### src/sssd_pkg.sv
// Package for the seven-segment scan driver: item types, command and register codes,
// the font table and the shared sequencer state type.
// Depends on nothing; used by every module of the block.
`default_nettype none

package sssd_pkg;

   // Command codes carried in the command field of an input item.
   localparam logic [2:0] CMD_TEXT    = 3'd0;
   localparam logic [2:0] CMD_DOT     = 3'd1;
   localparam logic [2:0] CMD_ALL_ON  = 3'd2;
   localparam logic [2:0] CMD_CLEAR   = 3'd3;
   localparam logic [2:0] CMD_REFRESH = 3'd4;

   // Configuration register indexes.
   localparam int unsigned CSR_IDX_W = 1;
   localparam logic [CSR_IDX_W-1:0] REG_ENABLE     = 1'd0;
   localparam logic [CSR_IDX_W-1:0] REG_HOLD_TICKS = 1'd1;

   // Frame geometry: eight select bits followed by eight segment bits.
   localparam int unsigned FRAME_W  = 16;
   localparam int unsigned SEL_W    = 4;
   localparam logic [SEL_W-1:0] BLANK_SELECT = 4'd8;

   // Glyphs for hexadecimal characters, bit 7 (the dot) clear.
   localparam logic [7:0] HEX_GLYPH [16] = '{
      8'h7E, 8'h48, 8'h3D, 8'h6D, 8'h4B, 8'h67, 8'h77, 8'h4C,
      8'h7F, 8'h6F, 8'h5F, 8'h73, 8'h31, 8'h79, 8'h37, 8'h17
   };

   // Single-segment bars for the control codes one to four; code zero is blank.
   localparam logic [7:0] BAR_GLYPH [5] = '{8'h00, 8'h01, 8'h40, 8'h20, 8'h10};

   typedef struct packed {
      logic [2:0] command;
      logic [7:0] char0;
      logic [7:0] char1;
      logic [7:0] char2;
      logic [7:0] char3;
      logic [1:0] digit_index;
      logic       dot_on;
   } sssd_req_type;

   typedef struct packed {
      logic [FRAME_W-1:0] frame_word;
      logic [SEL_W-1:0]   select_index;
      logic               last;
   } sssd_rsp_type;

   // Control from the sequencer to the frame shifter.
   typedef struct packed {
      logic               start;
      logic [FRAME_W-1:0] word;
   } sssd_shift_ctrl_type;

   // Status from the frame shifter back to the sequencer.
   typedef struct packed {
      logic               done;
      logic [FRAME_W-1:0] word;
   } sssd_shift_stat_type;

   typedef enum logic [2:0] {
      ST_IDLE,
      ST_UPDATE,
      ST_LOAD,
      ST_SHIFT,
      ST_EMIT
   } sssd_state_type;

   // Font lookup: digits and upper-case hex letters, bars for codes one to four,
   // blank for everything else (lower case and codes above 127 included).
   function automatic logic [7:0] glyph_of(input logic [7:0] code);
      logic [7:0] g;
      g = 8'h00;
      if (code inside {[8'h30:8'h39]}) begin
         g = HEX_GLYPH[code[3:0]];
      end else if (code inside {[8'h41:8'h46]}) begin
         g = HEX_GLYPH[4'(code[3:0] + 4'd9)];
      end else if (code inside {[8'h00:8'h04]}) begin
         g = BAR_GLYPH[code[2:0]];
      end
      return g;
   endfunction

endpackage

`default_nettype wire

### src/sssd_frame_shifter.sv
// Frame shifter: sends one 16-bit frame out a bit per clock, then waits the hold time.
// The shifted bits are collected again so the frame can be reported as an item.
// Depends on sssd_pkg.
`default_nettype none

module sssd_frame_shifter (
   input  wire logic                        clock,
   input  wire logic                        reset,
   input  wire sssd_pkg::sssd_shift_ctrl_type ctrl,
   input  wire logic [15:0]                 hold_ticks,
   output sssd_pkg::sssd_shift_stat_type    stat
);
   import sssd_pkg::*;

   logic [FRAME_W-1:0] src_ff, src_in;
   logic [FRAME_W-1:0] cap_ff, cap_in;
   logic [3:0]         bit_cnt_ff, bit_cnt_in;
   logic [15:0]        hold_cnt_ff, hold_cnt_in;
   logic               run_ff, run_in;
   logic               hold_ff, hold_in;
   logic               done_ff, done_in;
   logic [15:0]        hold_end;

   assign hold_end = hold_ticks - 16'd1;

   // Shift, hold and completion sequencing.
   always_comb begin
      src_in      = src_ff;
      cap_in      = cap_ff;
      bit_cnt_in  = bit_cnt_ff;
      hold_cnt_in = hold_cnt_ff;
      run_in      = run_ff;
      hold_in     = hold_ff;
      done_in     = 1'b0;
      if (ctrl.start) begin
         src_in     = ctrl.word;
         bit_cnt_in = '0;
         run_in     = 1'b1;
      end else if (run_ff) begin
         // The least significant bit leaves first and lands at the top of the capture.
         cap_in     = {src_ff[0], cap_ff[FRAME_W-1:1]};
         src_in     = {1'b0, src_ff[FRAME_W-1:1]};
         bit_cnt_in = bit_cnt_ff + 4'd1;
         if (bit_cnt_ff == 4'(FRAME_W - 1)) begin
            run_in = 1'b0;
            if (hold_ticks == 16'd0) begin
               done_in = 1'b1;
            end else begin
               hold_in     = 1'b1;
               hold_cnt_in = '0;
            end
         end
      end else if (hold_ff) begin
         hold_cnt_in = hold_cnt_ff + 16'd1;
         if (hold_cnt_ff == hold_end) begin
            hold_in = 1'b0;
            done_in = 1'b1;
         end
      end
   end

   always_ff @(posedge clock) begin
      if (reset) begin
         run_ff  <= 1'b0;
         hold_ff <= 1'b0;
         done_ff <= 1'b0;
      end else begin
         run_ff  <= run_in;
         hold_ff <= hold_in;
         done_ff <= done_in;
      end
      src_ff      <= src_in;
      cap_ff      <= cap_in;
      bit_cnt_ff  <= bit_cnt_in;
      hold_cnt_ff <= hold_cnt_in;
   end

   assign stat.done = done_ff;
   assign stat.word = cap_ff;

endmodule

`default_nettype wire

### src/seven_segment_scan_driver.sv
// Top level of the seven-segment scan driver: command sequencer, segment store,
// configuration registers and the registered result channel.
// Depends on sssd_pkg and sssd_frame_shifter.
`default_nettype none

// The block keeps one segment byte per digit and takes one command per item; it takes
// no new item until the current one is finished. Set text, set dot, all on and clear
// walk the segment store one digit a cycle, with no result. A refresh with enable set
// gives DIGITS + 1 frames, the last a blank frame with select index 8 and last set.
// Each frame goes through the shared frame shifter one bit per clock: it is loaded,
// shifted out, held for the hold ticks, completed and handed over to the result
// register; while the result register is full and stalled, the hand-over waits.
module seven_segment_scan_driver #(
   parameter int DIGITS = 4
) (
   input  wire logic                               clock,
   input  wire logic                               reset,
   input  wire logic                               req_valid,
   output logic                                    req_stall,
   input  wire sssd_pkg::sssd_req_type             req_data,
   output logic                                    rsp_valid,
   input  wire logic                               rsp_stall,
   output sssd_pkg::sssd_rsp_type                  rsp_data,
   input  wire logic                               csr_valid,
   output logic                                    csr_ready,
   input  wire logic [sssd_pkg::CSR_IDX_W-1:0]     csr_index,
   input  wire logic [15:0]                        csr_wdata
);
   import sssd_pkg::*;

   localparam int IDX_W = (DIGITS > 1) ? $clog2(DIGITS) : 1;
   localparam logic [SEL_W-1:0] DIGIT_COUNT = SEL_W'(DIGITS);
   localparam logic [SEL_W-1:0] LAST_DIGIT  = SEL_W'(DIGITS - 1);

   sssd_state_type      state_ff, state_in;
   sssd_req_type        item_ff;
   logic [SEL_W-1:0]    cnt_ff, cnt_in;
   logic [7:0]          store_ff [DIGITS];
   logic                enable_ff;
   logic [15:0]         hold_ticks_ff;
   logic                rsp_valid_ff, rsp_valid_in;
   sssd_rsp_type        rsp_data_ff;

   logic                req_fire;
   logic                emit_fire;
   logic                store_we;
   logic [7:0]          store_wdata;
   logic [IDX_W-1:0]    idx;
   logic [7:0]          cur_seg;
   logic [7:0]          char_sel;
   logic                in_range;
   logic [7:0]          select_bits;
   logic [SEL_W-1:0]    select_index;
   sssd_shift_ctrl_type shift_ctrl;
   sssd_shift_stat_type shift_stat;

   assign req_fire  = req_valid && !req_stall;
   assign req_stall = (state_ff != ST_IDLE);
   assign emit_fire = (state_ff == ST_EMIT) && (!rsp_valid_ff || !rsp_stall);
   assign idx       = cnt_ff[IDX_W-1:0];
   assign in_range  = (cnt_ff < DIGIT_COUNT);
   assign cur_seg   = in_range ? store_ff[idx] : 8'h00;

   // Character of the digit being written; digits beyond the fourth have none.
   always_comb begin
      case (cnt_ff)
         4'd0:    char_sel = item_ff.char0;
         4'd1:    char_sel = item_ff.char1;
         4'd2:    char_sel = item_ff.char2;
         4'd3:    char_sel = item_ff.char3;
         default: char_sel = 8'h00;
      endcase
   end

   // Select field of the current frame; the blank frame selects nothing.
   always_comb begin
      if (in_range) begin
         select_bits  = 8'(8'd1 << cnt_ff[2:0]);
         select_index = cnt_ff;
      end else begin
         select_bits  = 8'h00;
         select_index = BLANK_SELECT;
      end
   end

   // Next state of the command sequencer.
   always_comb begin
      state_in = state_ff;
      case (state_ff)
         ST_IDLE: begin
            if (req_fire) begin
               if (req_data.command inside {CMD_TEXT, CMD_DOT, CMD_ALL_ON, CMD_CLEAR}) begin
                  state_in = ST_UPDATE;
               end else if (req_data.command == CMD_REFRESH && enable_ff) begin
                  state_in = ST_LOAD;
               end
            end
         end
         ST_UPDATE: begin
            if (cnt_ff == LAST_DIGIT) begin
               state_in = ST_IDLE;
            end
         end
         ST_LOAD:  state_in = ST_SHIFT;
         ST_SHIFT: begin
            if (shift_stat.done) begin
               state_in = ST_EMIT;
            end
         end
         ST_EMIT: begin
            if (emit_fire) begin
               state_in = (cnt_ff == DIGIT_COUNT) ? ST_IDLE : ST_LOAD;
            end
         end
         default:  state_in = ST_IDLE;
      endcase
   end

   // Sequencer outputs: store writes, shifter start and the digit counter.
   always_comb begin
      store_we         = 1'b0;
      store_wdata      = cur_seg;
      shift_ctrl.start = 1'b0;
      shift_ctrl.word  = {cur_seg, select_bits};
      cnt_in           = cnt_ff;
      case (state_ff)
         ST_IDLE: begin
            cnt_in = '0;
         end
         ST_UPDATE: begin
            store_we = 1'b1;
            cnt_in   = cnt_ff + 4'd1;
            case (item_ff.command)
               CMD_TEXT: begin
                  store_wdata = glyph_of(char_sel) & 8'h7F;
               end
               CMD_DOT: begin
                  if (cnt_ff == {2'b00, item_ff.digit_index}) begin
                     store_wdata = {item_ff.dot_on, cur_seg[6:0]};
                  end
               end
               CMD_ALL_ON: store_wdata = 8'hFF;
               CMD_CLEAR:  store_wdata = 8'h00;
               default:    store_wdata = cur_seg;
            endcase
         end
         ST_LOAD: begin
            shift_ctrl.start = 1'b1;
         end
         ST_EMIT: begin
            if (emit_fire) begin
               cnt_in = cnt_ff + 4'd1;
            end
         end
         default: begin
            cnt_in = cnt_ff;
         end
      endcase
   end

   // Result register: a taken result frees it, a new frame fills it.
   always_comb begin
      rsp_valid_in = rsp_valid_ff;
      if (rsp_valid_ff && !rsp_stall) begin
         rsp_valid_in = 1'b0;
      end
      if (emit_fire) begin
         rsp_valid_in = 1'b1;
      end
   end

   always_ff @(posedge clock) begin
      if (reset) begin
         state_ff      <= ST_IDLE;
         rsp_valid_ff  <= 1'b0;
         enable_ff     <= 1'b1;
         hold_ticks_ff <= 16'd0;
         for (int i = 0; i < DIGITS; i++) begin
            store_ff[i] <= 8'h00;
         end
      end else begin
         state_ff     <= state_in;
         rsp_valid_ff <= rsp_valid_in;
         if (csr_valid && csr_ready) begin
            case (csr_index)
               REG_ENABLE:     enable_ff     <= csr_wdata[0];
               REG_HOLD_TICKS: hold_ticks_ff <= csr_wdata;
               default:        enable_ff     <= enable_ff;
            endcase
         end
         if (store_we) begin
            store_ff[idx] <= store_wdata;
         end
      end
      cnt_ff <= cnt_in;
      if (req_fire) begin
         item_ff <= req_data;
      end
      if (emit_fire) begin
         rsp_data_ff.frame_word   <= shift_stat.word;
         rsp_data_ff.select_index <= select_index;
         rsp_data_ff.last         <= (cnt_ff == DIGIT_COUNT);
      end
   end

   sssd_frame_shifter u_shifter (
      .clock      (clock),
      .reset      (reset),
      .ctrl       (shift_ctrl),
      .hold_ticks (hold_ticks_ff),
      .stat       (shift_stat)
   );

   assign csr_ready = 1'b1;
   assign rsp_valid = rsp_valid_ff;
   assign rsp_data  = rsp_data_ff;

endmodule

`default_nettype wire
### config.mk
export PLATFORM = sky130hd
export DESIGN_NAME = seven_segment_scan_driver
export DESIGN_NICKNAME = d
export VERILOG_FILES = /design/src/sssd_pkg.sv /design/src/sssd_frame_shifter.sv /design/src/seven_segment_scan_driver.sv
export SDC_FILE = /design/constraint.sdc
export NUM_CORES = 1
export LEC_CHECK = 0
export ABC_AREA = 1
export BUFFER_PORTS_ARGS = -buffer_cell sky130_fd_sc_hd__buf_2
export CORE_MARGIN = 2
export CORE_UTILIZATION = 60
export CTS_BUF_LIST = sky130_fd_sc_hd__clkbuf_4 sky130_fd_sc_hd__clkbuf_8
export CTS_CLUSTER_SIZE = 12
export DETAILED_ROUTE_END_ITERATION = 12
export PLACE_DENSITY = 0.92
export SLEW_MARGIN = 20
export SYNTH_ARGS = -nofsm -noshare
export SYNTH_HDL_FRONTEND = slang
export SYNTH_HIERARCHICAL = 1
export SYNTH_SLANG_ARGS = --single-unit
export TNS_END_PERCENT = 50
### constraint.sdc
create_clock -name clock -period 3.46 [get_ports clock]
set_input_delay 0.865 -clock clock [delete_from_list [all_inputs] [get_ports clock]]
set_output_delay 0.865 -clock clock [all_outputs]
set_load 0.01 [all_outputs]
==> run summary <==
Status: finished, final reports clean
RSZ-0062 raised after global routing: no
Max-cap violations: 0
Critical path data required time: 3.66 ns
Crit start category: register
Synth Instances: 995
Slew Limit Headroom: 30.4%
Residual DRC count: 0
Post-Place Setup Slack: 0.258 ns
Post-DP HPWL: 14100 µm
Final Hold Vio Count: 0
Synth top cells by count: 228 x nand2_1, 156 x nor2_1, 143 x edfxtp_1
Synth Area in Compound Gates: 7.47%
HP Class: register to register
Met2 Usage GRT: 40.8%
Fraction of final layout cells sized beyond drive strength 1: 18.4%
Largest net degree at the start of global routing: 39
FFs w/ async S/R, synth: 0%
Avg Cell Area, Syn: 9.00 µm²
Worst hold stages: 0
CORE AREA: 14600 µm²
Most numerous cell in the Yosys netlist: nand2_1
Vias per std cell: 5.59
First-pass DRT Iterations: 6
Final WL: 19800 µm
H-tree levels: 4
Routed wire per std cell: 15.4 µm
Synth warnings: 6
Period utilization: 89.5%
Die width: 126 µm
Met1 usage: 33.7%
Worst Skew: 0.0109 ns
Largest cells by area after synthesis: edfxtp_1 48%, nand2_1 9.6%, dfxtp_1 6.7%, nor2_1 6.5%, inv_1 3.9%
GRT busiest layer: met2
Synth area leader: edfxtp_1
# nets final: 1166
Worst-Margin Slew: 1.04 ns
Simple-Gate Fraction of Synth Area: 27.6%
First-pass GRT wire length: 32100 µm
Mapped cell area: 8960 µm²
CTS root buffer: clkbuf_8
All-Layer GR Usage: 25.6%
# rows: 44
Crit path time final: 3.10 ns
R2r worst-path depth: 16
Filler instances: 1053
IO buf count: 82
VDD IR max: 0.517 mV
HP Start: u_shifter/cap_ff[0]
Starting Density: 61.4%
Post-synthesis sequential area ratio: 54.6%
Slew Viols, Final: 0
Pwr per Cell Area: 821 nW/µm²
Flops & latches, synth: 173
Post-Synth Adder-Cell Area: 2.51%
Clock-pin slew on the worst setup and hold paths: 0.08 ns
Yosys cell types: 43
Area delta synth->final: 11.5%
CTS buffer count: 17
ANT cells: 0
Final Worst Setup Slack: 0.364 ns
Crit path max fanout: 8
Post-CTS Resized: 0
Num ports: 84
GPL Wtd Cong: 1.04
Post-CTS Setup Inserts: 0
Largest family of logic cells by synthesized area: simple AND/OR/NAND/NOR gates
GR Overflow Total: 0
Highest Clock Rate: 323 MHz
Clk buf depth: 2
R2r startpoint: cnt_ff[1]
Drt first-iter violations: 681
Die area: 15900 µm²
Endpoints failing setup: 0
Primary FF master, synth: edfxtp_1
Mux share of post-synthesis cell area: 0%
Vias in the first global route: 6682
# placed instances: 1249
Number of antenna violations at the first check in global routing: 0
CTS tree: built
Die height: 126 µm
Clock Latency Late Sink: 0.46 ns
Routed Antenna Nets: 0
Top-area cell type share of the netlist area: 47.9%
Xor/xnor share of the synthesized area: 1.27%
R2r setup slk: 0.36 ns
Worst Path Arrival: 3.30 ns
Leakage: 4.35 nW
Setup crit start: cnt_ff[1]
Final cell count without fillers: 1284
Crit Path Class: register to register
Post-route setup TNS: 0 ns
Hold worst-path end: rsp_data[5]
Clock sink count: 173
RR Endpoint: store_ff[0][1]
Vias: 7174
Hold Buf Count CTS: 0
EDFF count, synth: 143
Grt met3 use: 4.93%
CP Capture Type: register
-- layout by cell type (no fill, tap or decap), types with 4 or more instances in the layout --
cell type    n
nand2_1    228
ha_1        18
buf_4       16
nand3_2     10
edfxtp_1   143
xor2_1       9
nand2_4      5
dfxtp_1     30
a21oi_1     34
nor2_4      14
inv_1       94
inv_6        4
o22ai_1      7
xnor2_1      4
o21ai_0     61
nor2_2       9
inv_2       11
conb_1       5
nor2_1     154
clkbuf_8    18
o21ai_1      7
buf_2       82
nand3_1     59
nand4_1      9
nand2_2     17
o211ai_1     6
nor3_1      11
clkinv_1     4
-- area by class of cell --
| class | instances | area, µm² | area share, % |
|---|---|---|---|
| Sequential cell | 173 | 4890 | 49.0 |
| Timing Repair Buffer | 98 | 531 | 5.31 |
| Inverter | 108 | 405 | 4.06 |
| Clock inverter | 12 | 161 | 1.62 |
| Tap cell | 184 | 230 | 2.30 |
| Multi-Input combinational cell | 690 | 3510 | 35.2 |
| Clock buffer | 19 | 255 | 2.55 |
-- stage by stage --
step / utilization, % / instance area, µm² / power (mW) / hold slack [ns]
after floorplan: - / 8970 / 5.81 / 0.400
after global placement: 65.4 / 9550 / 6.50 / 0.401
after detailed placement: 65.4 / 9550 / 6.60 / 0.406
after CTS: 68.3 / 9960 / 8.10 / 0.428
after global routing: 68.5 / 9990 / 8.75 / 0.444
final: 68.5 / 9990 / 8.20 / 0.429
-- how the worst max path moves through the flow --
stage / end / slack, ns / cells after the start
after floorplan: store_ff[1][1] / 0.51 / 16
after global placement: store_ff[1][2] / 0.43 / 16
after detailed placement: store_ff[0][2] / 0.26 / 16
after CTS: store_ff[0][1] / 0.22 / 14
after global routing: store_ff[0][3] / 0.07 / 18
final: store_ff[0][1] / 0.36 / 16
-- state kept, by name, summed over array words and instances, names as in the netlist, named ones only --
signal,cells
enable_ff,1
cnt_ff,4
u_shifter/hold_cnt_ff,16
item_ff,38
u_shifter/run_ff,1
u_shifter/cap_ff,16
rsp_data,21
u_shifter/done_ff,1
rsp_valid,1
u_shifter/hold_ff,1
store_ff,32
hold_ticks_ff,16
u_shifter/src_ff,16
state_ff,3
u_shifter/bit_cnt_ff,4
-- kinds of logic after synthesis --
| group | count (synthesis) |
|---|---|
| AOI/OAI and AO/OA | 124 |
| xor gates and xnor gates | 13 |
| adders and majority gates | 18 |
| buffers and inverters | 135 |
| DFF | 173 |
| other | 2 |
| and+or+nand+nor | 530 |
-- power by group --
part | total (mW) | internal (mW) | switching [mW]
clock network | 1.48 | 0.749 | 0.730
logic | 3.53 | 1.08 | 2.46
registers | 3.19 | 2.91 | 0.277
total | 8.20 | 4.74 | 3.46
-- layer usage --
| metal | part of all wire (%) | up-vias | wire length (µm) |
|---|---|---|---|
| met5 | 0 | - | 0 |
| met4 | 3.5 | 0 | 696 |
| met3 | 7.4 | 68 | 1470 |
| met2 | 48 | 368 | 9420 |
| met1 | 41 | 3264 | 8180 |
| li1 | - | 3474 | - |
-- worst max-delay path, cell delays in order (launching register included) --
cell	delay (ns)
edfxtp_1	0.52
inv_1	0.25
ha_1	0.34
nand3_1	0.12
nand2_2	0.13
inv_2	0.06
nand2_4	0.11
ha_1	0.22
ha_1	0.30
inv_1	0.13
nand2_1	0.08
nor2_2	0.15
nor2_4	0.05
o21ai_1	0.13
nand2_1	0.07
nand2_1	0.12
nor2_1	0.06
(Power assumes the default switching activity.)
